### config.mk
export PLATFORM = sky130hd
export DESIGN_NAME = tga_rle_pixel_decoder_core_flat
export DESIGN_NICKNAME = d
export VERILOG_FILES = /design/src/hdl/tga_pkg.sv /design/src/hdl/tga_if.sv /design/src/hdl/tga_rle_pixel_decoder_core.sv /design/src/hdl/tga_in_stage.sv /design/src/hdl/tga_rle_parser.sv /design/src/flat_wrapper.sv
export SDC_FILE = /design/constraint.sdc
export NUM_CORES = 1
export LEC_CHECK = 0
export BUFFER_PORTS_ARGS = -buffer_cell sky130_fd_sc_hd__buf_2
export CAP_MARGIN = 20
export CORE_MARGIN = 10
export CORE_UTILIZATION = 47
export DETAILED_ROUTE_END_ITERATION = 7
export PLACE_DENSITY = 0.74
export SYNTH_ARGS = -nofsm -noshare
export SYNTH_HDL_FRONTEND = slang
export SYNTH_HIERARCHICAL = 1
export SYNTH_SLANG_ARGS = --single-unit
### constraint.sdc
create_clock -name clk -period 3.7 [get_ports clk]
set_input_delay 0.37 -clock clk [delete_from_list [all_inputs] [get_ports clk]]
set_output_delay 0.37 -clock clk [all_outputs]
set_load 0.1 [all_outputs]
### src/hdl/tga_pkg.sv
// ----------------------------------------------------------------------------
// TGA RLE decoder package
// Shared types and constants of the run-length TGA pixel decoder.
// ----------------------------------------------------------------------------
`default_nettype none

package tga_pkg;

	typedef enum logic [0:0] {
		OP_BYTE = 1'b0,
		OP_PULL = 1'b1
	} op_t;

	localparam logic [4:0] HEADER_BYTES = 5'd18;
	localparam logic [4:0] HDR_WIDTH_LO = 5'd12;
	localparam logic [4:0] HDR_WIDTH_HI = 5'd13;
	localparam logic [4:0] HDR_HEIGHT_LO = 5'd14;
	localparam logic [4:0] HDR_HEIGHT_HI = 5'd15;

	localparam logic [7:0] RAW_LIMIT = 8'd128;
	localparam logic [7:0] REPEAT_BIAS = 8'd127;

	localparam logic [1:0] PHASE_BLUE = 2'd0;
	localparam logic [1:0] PHASE_GREEN = 2'd1;
	localparam logic [1:0] PHASE_RED = 2'd2;

	typedef struct packed {
		op_t op;
		logic [7:0] data;
	} item_t;

	typedef struct packed {
		logic [7:0] red;
		logic [7:0] green;
		logic [7:0] blue;
		logic [15:0] column;
		logic [15:0] row;
		logic last_pixel;
	} pixel_t;

	typedef struct packed {
		logic valid;
		logic advance;
	} stage_ctrl_t;

endpackage

`default_nettype wire

### src/hdl/tga_if.sv
// ----------------------------------------------------------------------------
// TGA decoder channels
// Valid/ready channels for stream requests and decoded pixels.
// ----------------------------------------------------------------------------
`default_nettype none

interface tga_byte_if;
	logic valid;
	logic ready;
	logic [0:0] operation;
	logic [7:0] data_byte;

	modport source (output valid, output operation, output data_byte, input ready);
	modport sink (input valid, input operation, input data_byte, output ready);
endinterface

interface tga_pixel_if;
	logic valid;
	logic ready;
	logic [7:0] red;
	logic [7:0] green;
	logic [7:0] blue;
	logic [15:0] column;
	logic [15:0] row;
	logic last_pixel;

	modport source (
		output valid, output red, output green, output blue,
		output column, output row, output last_pixel, input ready
	);
	modport sink (
		input valid, input red, input green, input blue,
		input column, input row, input last_pixel, output ready
	);
endinterface

`default_nettype wire

### src/hdl/tga_rle_pixel_decoder_core.sv
// ----------------------------------------------------------------------------
// TGA RLE pixel decoder core
// Parses a run-length-compressed 24-bit TGA stream and returns decoded pixels
// with their column and row on pull requests.
// ----------------------------------------------------------------------------
// The block takes one request per cycle unless stalled: a stream byte or a
// pull for the next pixel. A request passes through an input register and is
// applied to the parser state when the parser advances. A pull that finds a
// pixel ready loads the output register in that same step, so a pixel passes
// the input register, then the output register. The output register stalls
// the parser only while a pixel waits there and the sink is not ready.
// ----------------------------------------------------------------------------
`default_nettype none

module tga_rle_pixel_decoder_core (
	input  wire logic clk,
	input  wire logic arst_n,
	tga_byte_if.sink  byte_in,
	tga_pixel_if.source pixel_out
);

	tga_pkg::stage_ctrl_t ctrl;
	tga_pkg::item_t       item;
	tga_pkg::pixel_t      result;
	tga_pkg::pixel_t      pixel_q;
	logic                 result_valid;
	logic                 out_valid_q;
	logic                 advance;

	assign advance = !out_valid_q || pixel_out.ready;

	tga_in_stage u_in_stage (
		.clk     (clk),
		.arst_n  (arst_n),
		.byte_in (byte_in),
		.advance (advance),
		.ctrl    (ctrl),
		.item    (item)
	);

	tga_rle_parser u_parser (
		.clk          (clk),
		.arst_n       (arst_n),
		.ctrl         (ctrl),
		.item         (item),
		.result_valid (result_valid),
		.result       (result)
	);

	always_ff @(posedge clk or negedge arst_n) begin
		if (!arst_n) begin
			out_valid_q <= 1'b0;
		end else if (advance) begin
			out_valid_q <= result_valid;
		end
	end

	always_ff @(posedge clk) begin
		if (advance && result_valid) begin
			pixel_q <= result;
		end
	end

	assign pixel_out.valid = out_valid_q;
	assign pixel_out.red = pixel_q.red;
	assign pixel_out.green = pixel_q.green;
	assign pixel_out.blue = pixel_q.blue;
	assign pixel_out.column = pixel_q.column;
	assign pixel_out.row = pixel_q.row;
	assign pixel_out.last_pixel = pixel_q.last_pixel;

endmodule

`default_nettype wire

### src/hdl/tga_in_stage.sv
// ----------------------------------------------------------------------------
// TGA input stage
// Registers one request and hands it to the parser when the result side can
// take what it produces.
// ----------------------------------------------------------------------------
`default_nettype none

module tga_in_stage (
	input  wire logic           clk,
	input  wire logic           arst_n,
	tga_byte_if.sink            byte_in,
	input  wire logic           advance,
	output tga_pkg::stage_ctrl_t ctrl,
	output tga_pkg::item_t      item
);

	logic           valid_s1;
	tga_pkg::item_t item_s1;

	assign byte_in.ready = !valid_s1 || advance;

	always_ff @(posedge clk or negedge arst_n) begin
		if (!arst_n) begin
			valid_s1 <= 1'b0;
		end else if (byte_in.ready) begin
			valid_s1 <= byte_in.valid;
		end
	end

	always_ff @(posedge clk) begin
		if (byte_in.valid && byte_in.ready) begin
			item_s1.op <= tga_pkg::op_t'(byte_in.operation);
			item_s1.data <= byte_in.data_byte;
		end
	end

	assign ctrl.valid = valid_s1;
	assign ctrl.advance = advance;
	assign item = item_s1;

endmodule

`default_nettype wire

### src/hdl/tga_rle_parser.sv
// ----------------------------------------------------------------------------
// TGA RLE parser
// Holds the header, packet and pixel position state and applies one request
// per step, producing at most one decoded pixel.
// ----------------------------------------------------------------------------
`default_nettype none

module tga_rle_parser (
	input  wire logic            clk,
	input  wire logic            arst_n,
	input  tga_pkg::stage_ctrl_t ctrl,
	input  tga_pkg::item_t       item,
	output logic                 result_valid,
	output tga_pkg::pixel_t      result
);

	logic [4:0]  header_count_q, header_count_d;
	logic [15:0] image_width_q, image_width_d;
	logic [15:0] image_height_q, image_height_d;
	logic [15:0] column_count_q, column_count_d;
	logic [15:0] row_count_q, row_count_d;
	logic [7:0]  packet_left_q, packet_left_d;
	logic        raw_packet_q, raw_packet_d;
	logic        color_ready_q, color_ready_d;
	logic [1:0]  byte_phase_q, byte_phase_d;
	logic [7:0]  blue_hold_q, blue_hold_d;
	logic [7:0]  green_hold_q, green_hold_d;
	logic [7:0]  red_hold_q, red_hold_d;

	logic        step;
	logic        in_header;
	logic        last;
	logic [7:0]  left_after;

	assign step = ctrl.valid && ctrl.advance;
	assign in_header = header_count_q < tga_pkg::HEADER_BYTES;
	assign last = (row_count_q == 16'd1) && (column_count_q == image_width_q);
	assign left_after = packet_left_q - 8'd1;

	always_comb begin
		header_count_d = header_count_q;
		image_width_d = image_width_q;
		image_height_d = image_height_q;
		column_count_d = column_count_q;
		row_count_d = row_count_q;
		packet_left_d = packet_left_q;
		raw_packet_d = raw_packet_q;
		color_ready_d = color_ready_q;
		byte_phase_d = byte_phase_q;
		blue_hold_d = blue_hold_q;
		green_hold_d = green_hold_q;
		red_hold_d = red_hold_q;
		result_valid = 1'b0;

		result.red = red_hold_q;
		result.green = green_hold_q;
		result.blue = blue_hold_q;
		result.column = column_count_q;
		result.row = row_count_q;
		result.last_pixel = last;

		if (item.op == tga_pkg::OP_BYTE) begin
			if (in_header) begin
				case (header_count_q)
					tga_pkg::HDR_WIDTH_LO: image_width_d[7:0] = item.data;
					tga_pkg::HDR_WIDTH_HI: image_width_d[15:8] = item.data;
					tga_pkg::HDR_HEIGHT_LO: image_height_d[7:0] = item.data;
					tga_pkg::HDR_HEIGHT_HI: image_height_d[15:8] = item.data;
					default: ;
				endcase
				header_count_d = header_count_q + 5'd1;
				if (header_count_d == tga_pkg::HEADER_BYTES) begin
					column_count_d = 16'd1;
					packet_left_d = 8'd0;
					color_ready_d = 1'b0;
					byte_phase_d = tga_pkg::PHASE_BLUE;
					if (image_width_d == 16'd0 || image_height_d == 16'd0) begin
						header_count_d = 5'd0;
						row_count_d = 16'd0;
						raw_packet_d = 1'b0;
					end else begin
						row_count_d = image_height_d;
					end
				end
			end else if (!color_ready_q) begin
				if (packet_left_q == 8'd0) begin
					if (item.data < tga_pkg::RAW_LIMIT) begin
						packet_left_d = item.data + 8'd1;
						raw_packet_d = 1'b1;
					end else begin
						packet_left_d = item.data - tga_pkg::REPEAT_BIAS;
						raw_packet_d = 1'b0;
					end
					byte_phase_d = tga_pkg::PHASE_BLUE;
				end else begin
					case (byte_phase_q)
						tga_pkg::PHASE_BLUE: begin
							blue_hold_d = item.data;
							byte_phase_d = tga_pkg::PHASE_GREEN;
						end
						tga_pkg::PHASE_GREEN: begin
							green_hold_d = item.data;
							byte_phase_d = tga_pkg::PHASE_RED;
						end
						default: begin
							red_hold_d = item.data;
							byte_phase_d = tga_pkg::PHASE_BLUE;
							color_ready_d = 1'b1;
						end
					endcase
				end
			end
		end else if (!in_header && color_ready_q) begin
			result_valid = 1'b1;
			if (last) begin
				header_count_d = 5'd0;
				column_count_d = 16'd1;
				row_count_d = 16'd0;
				packet_left_d = 8'd0;
				raw_packet_d = 1'b0;
				color_ready_d = 1'b0;
				byte_phase_d = tga_pkg::PHASE_BLUE;
			end else begin
				if (column_count_q == image_width_q) begin
					column_count_d = 16'd1;
					row_count_d = row_count_q - 16'd1;
				end else begin
					column_count_d = column_count_q + 16'd1;
				end
				packet_left_d = left_after;
				if (left_after == 8'd0 || raw_packet_q) begin
					color_ready_d = 1'b0;
					byte_phase_d = tga_pkg::PHASE_BLUE;
				end
			end
		end

		if (!step) begin
			result_valid = 1'b0;
		end
	end

	always_ff @(posedge clk or negedge arst_n) begin
		if (!arst_n) begin
			header_count_q <= 5'd0;
			image_width_q <= 16'd0;
			image_height_q <= 16'd0;
			column_count_q <= 16'd1;
			row_count_q <= 16'd0;
			packet_left_q <= 8'd0;
			raw_packet_q <= 1'b0;
			color_ready_q <= 1'b0;
			byte_phase_q <= tga_pkg::PHASE_BLUE;
			blue_hold_q <= 8'd0;
			green_hold_q <= 8'd0;
			red_hold_q <= 8'd0;
		end else if (step) begin
			header_count_q <= header_count_d;
			image_width_q <= image_width_d;
			image_height_q <= image_height_d;
			column_count_q <= column_count_d;
			row_count_q <= row_count_d;
			packet_left_q <= packet_left_d;
			raw_packet_q <= raw_packet_d;
			color_ready_q <= color_ready_d;
			byte_phase_q <= byte_phase_d;
			blue_hold_q <= blue_hold_d;
			green_hold_q <= green_hold_d;
			red_hold_q <= red_hold_d;
		end
	end

endmodule

`default_nettype wire

### src/flat_wrapper.sv
// flat-port wrapper written by rule: the top's interface ports become plain ports
module tga_rle_pixel_decoder_core_flat 
  (clk, arst_n, byte_in_valid, byte_in_operation, byte_in_data_byte, byte_in_ready, pixel_out_valid, pixel_out_red, pixel_out_green, pixel_out_blue, pixel_out_column, pixel_out_row, pixel_out_last_pixel, pixel_out_ready);
  tga_byte_if byte_in_i ();
  tga_pixel_if pixel_out_i ();
  input  wire logic clk;
  input  wire logic arst_n;
  input wire logic [$bits(byte_in_i.valid)-1:0] byte_in_valid;
  input wire logic [$bits(byte_in_i.operation)-1:0] byte_in_operation;
  input wire logic [$bits(byte_in_i.data_byte)-1:0] byte_in_data_byte;
  output wire logic [$bits(byte_in_i.ready)-1:0] byte_in_ready;
  output wire logic [$bits(pixel_out_i.valid)-1:0] pixel_out_valid;
  output wire logic [$bits(pixel_out_i.red)-1:0] pixel_out_red;
  output wire logic [$bits(pixel_out_i.green)-1:0] pixel_out_green;
  output wire logic [$bits(pixel_out_i.blue)-1:0] pixel_out_blue;
  output wire logic [$bits(pixel_out_i.column)-1:0] pixel_out_column;
  output wire logic [$bits(pixel_out_i.row)-1:0] pixel_out_row;
  output wire logic [$bits(pixel_out_i.last_pixel)-1:0] pixel_out_last_pixel;
  input wire logic [$bits(pixel_out_i.ready)-1:0] pixel_out_ready;
  assign byte_in_i.valid = byte_in_valid;
  assign byte_in_i.operation = byte_in_operation;
  assign byte_in_i.data_byte = byte_in_data_byte;
  assign byte_in_ready = byte_in_i.ready;
  assign pixel_out_valid = pixel_out_i.valid;
  assign pixel_out_red = pixel_out_i.red;
  assign pixel_out_green = pixel_out_i.green;
  assign pixel_out_blue = pixel_out_i.blue;
  assign pixel_out_column = pixel_out_i.column;
  assign pixel_out_row = pixel_out_i.row;
  assign pixel_out_last_pixel = pixel_out_i.last_pixel;
  assign pixel_out_i.ready = pixel_out_ready;
  tga_rle_pixel_decoder_core u_core (.clk(clk), .arst_n(arst_n), .byte_in(byte_in_i), .pixel_out(pixel_out_i));
endmodule
==> out/results.ini <==
[detailed_routing]
dr.first_iter.drc_count=610
vias=5750
drc_errors=0
wl_per_cell_microns=20.01
routed_wl_microns=19410
drtPass1Iterations=5
via_per_inst=5.928
ant_nets=0

[worst_setup_path]
path_class=register to register
crit_required_ns=3.99
r2r_slack_ns=0.60
startpoint_type=register
worst-path-max-fanout=13
r2r_cells=8
r2r_start=u_core/u_parser/header_count_q[1]$_DFFE_PN0P_
cp_data_arrival_time_ns=3.39
rr_endpoint=u_core/u_parser/row_count_q[14]$_DFFE_PN0P_
end_kind=register

[layout]
diodes=0
area_delta_synth_final_pct=13.29
drive_gt1_frac=0.2698
layout_common_cells=dfrtp_1, buf_2, edfxtp_1
layout.nets=757
mostFrequentLayoutCell=dfrtp_1

[sta]
skew_ns=0.007910
hold_slack_ns=0.1124
rsz0062_at_grt=no
final.min_clock_period_ns=3.100
max_freq_mhz=322.6
tightest_slew_ns=0.8077
finalCritPeriodShare=0.8378
finalSetupTns_ns=0
hold_viol_final=0
report.final.slew_viol_count=0
slew_headroom=0.4595
setup_viol=0
worst_slack_ns=0.6000

[yosys]
async_flop_share=0.6185
synth_area_sq_um=8313
synth_edf_count=66
avgSynthCellArea_sq_um=12.56
yosysTopAreaCell=dfrtp_1
ys_top_cells_by_area=dfrtp_1, edfxtp_1, mux2_2, xnor2_1, mux2i_1
ys_seq_elements=173
synth_seq_area_share=0.5607
synth_nets=687
synth_ff_type=dfrtp_1
ys_warn_count=6
yosys.area.top_type_share=0.3191
ys_types=81
synth_cells=662

[placed_design]
dpl.hpwl_microns=13510
gp_congestion=0.8606
portBuffers=71
pre_cts_ws_ns=0.6162

[clocking]
clockBufferDepth=2
h-tree-depth=4
clkTransAtPathRegs_ns=0.06
ctsResizeCount=0
cts_tree=yes
cts_hold_buffers=0
cts_sinks=173
cts_setup_buffers=0
clockRootBuffer=clkbuf_16
clock_insertion_delay_worst_skew_ns=0.43
cts_made_buffers=17

[min_path]
min_from=byte_in_data_byte[5]
hp-class=primary input to register
whs_path_depth=1
hold_path_end=u_core/u_in_stage/item[5]$_DFFE_PP_

[floorplanning]
core_area_sq_um=17300
die_w_microns=153.0
initial_core_util=0.4806
die_area_sq_um=23410
row_count=48
io_pins=72
die_h_microns=153.0

[global_route]
grt_pass1_vias=5790
antenna_found_initial=0
grt-ovfl-total=0
grt_pass1_wl_microns=31200
grt_usage=0.1637
grt_max_degree=86

[status]
outcome=finished clean

[pwr]
vdd_ir_drop_max_mv=0.3898
power.static_leakage_nw=3.934
p_per_area_nw_per_um2=582.0

[flow_run]
cap_viol_max_count=0

[synth_stat cells (3+ instances only)]
| cell | number |
|---|---|
| nand2b_1 | 4 |
| nand3b_1 | 3 |
| o31ai_1 | 5 |
| buf_4 | 7 |
| buf_2 | 8 |
| ha_1 | 12 |
| a21oi_1 | 20 |
| nor4b_1 | 3 |
| or4_1 | 6 |
| nand2_1 | 32 |
| o21a_1 | 3 |
| nor3b_1 | 4 |
| mux2i_1 | 17 |
| xnor2_1 | 25 |
| xor2_1 | 9 |
| and2_1 | 5 |
| nand4_1 | 17 |
| nand4b_1 | 5 |
| a22o_1 | 4 |
| nand3_1 | 28 |
| nor2b_1 | 3 |
| nor3_1 | 15 |
| mux2_2 | 48 |
| nor2_1 | 42 |
| o21ai_0 | 29 |
| o211ai_2 | 9 |
| nor4_1 | 7 |
| and3_1 | 7 |
| o21ai_2 | 3 |
| dfrtp_1 | 106 |
| edfxtp_1 | 66 |
| buf_6 | 4 |
| o2bb2ai_1 | 3 |
| mux2_1 | 9 |
| o21ai_1 | 3 |
| inv_1 | 13 |
| o22ai_1 | 3 |
| o211ai_1 | 5 |
| clkbuf_1 | 14 |
[area by class of cell]
type,count,area (sq um)
inverters,13,48.80
well taps,225,281.5
fillers,1456,7879
multi-input cells,442,3398
repair buffers,85,485.5
clock inverters,6,63.81
clock buffers,26,479.2
flip-flops and latches,173,4661
[worst max-delay path, cell delays in order, from the launching register on]
cell       delay, ns
dfrtp_1         0.49
ha_1            0.30
and3_1          0.21
ha_1            0.38
or4_1           0.57
o21ai_0         0.21
o2111ai_2       0.30
nand3_4         0.32
o221ai_1        0.17
[metal layers]
metal	GRT usage	vias up	share of wire	routed length, microns
li1	-	2626	-	-
met1	0.2026	2908	0.43	8259
met2	0.2741	177	0.50	9730
met3	0.03591	39	0.051	987
met4	0.06131	0	0.022	435
met5	0	-	0	0
[state kept, by name (all words and copies together), names as in the netlist, 9 cells and up]
register	count
u_core/u_parser/image_height_q	16
u_core/pixel_out.row	16
u_core/u_parser/row_count_q	16
u_core/u_parser/image_width_q	16
u_core/u_parser/column_count_q	16
u_core/u_in_stage/item	9
u_core/pixel_out.column	16
[metrics by stage]
step	utilization	std cells	cell area [sq um]	power, W
5_1_grt	0.5445	970	9418	0.005733
6_report	0.5445	970	9418	0.005481
4_1_cts	0.5423	968	9380	0.005495
3_3_place_gp	0.5109	936	8837	0.003779
3_5_place_dp	0.5109	936	8837	0.003831
2_1_floorplan	-	662	8313	0.003570
[how the worst max path moves through the flow]
stage	cells after the start	from	slack [ns]	endpoint
global placement	8	u_core/u_parser/header_count_q[1]$_DFFE_PN0P_	0.71	u_core/u_parser/row_count_q[14]$_DFFE_PN0P_
detailed placement	8	u_core/u_parser/header_count_q[1]$_DFFE_PN0P_	0.62	u_core/u_parser/row_count_q[14]$_DFFE_PN0P_
floorplan	10	u_core/pixel_out.valid$_DFFE_PN0P_	0.94	u_core/u_parser/blue_hold_q[0]$_DFFE_PN0P_
CTS	8	u_core/u_parser/header_count_q[1]$_DFFE_PN0P_	0.61	u_core/u_parser/row_count_q[14]$_DFFE_PN0P_
finish	8	u_core/u_parser/header_count_q[1]$_DFFE_PN0P_	0.60	u_core/u_parser/row_count_q[14]$_DFFE_PN0P_
global route	8	u_core/u_parser/header_count_q[1]$_DFFE_PN0P_	0.44	u_core/u_parser/row_count_q[14]$_DFFE_PN0P_
[kinds of logic after synthesis]
kind of cell | synth area share
simple gates | 0.1467
mux | 0.09768
flops | 0.5607
xor+xnor | 0.03582
fa+ha+maj | 0.01806
buf+inv | 0.03055
compound gates | 0.1105
[power by group]
part	total (W)	internal [W]	switching [W]
clock	0.00166	0.000962	0.000702
sequential	0.00246	0.00220	0.000260
combinational	0.00136	0.000479	0.000883
Note: power is estimated with default switching activity, not from simulation.
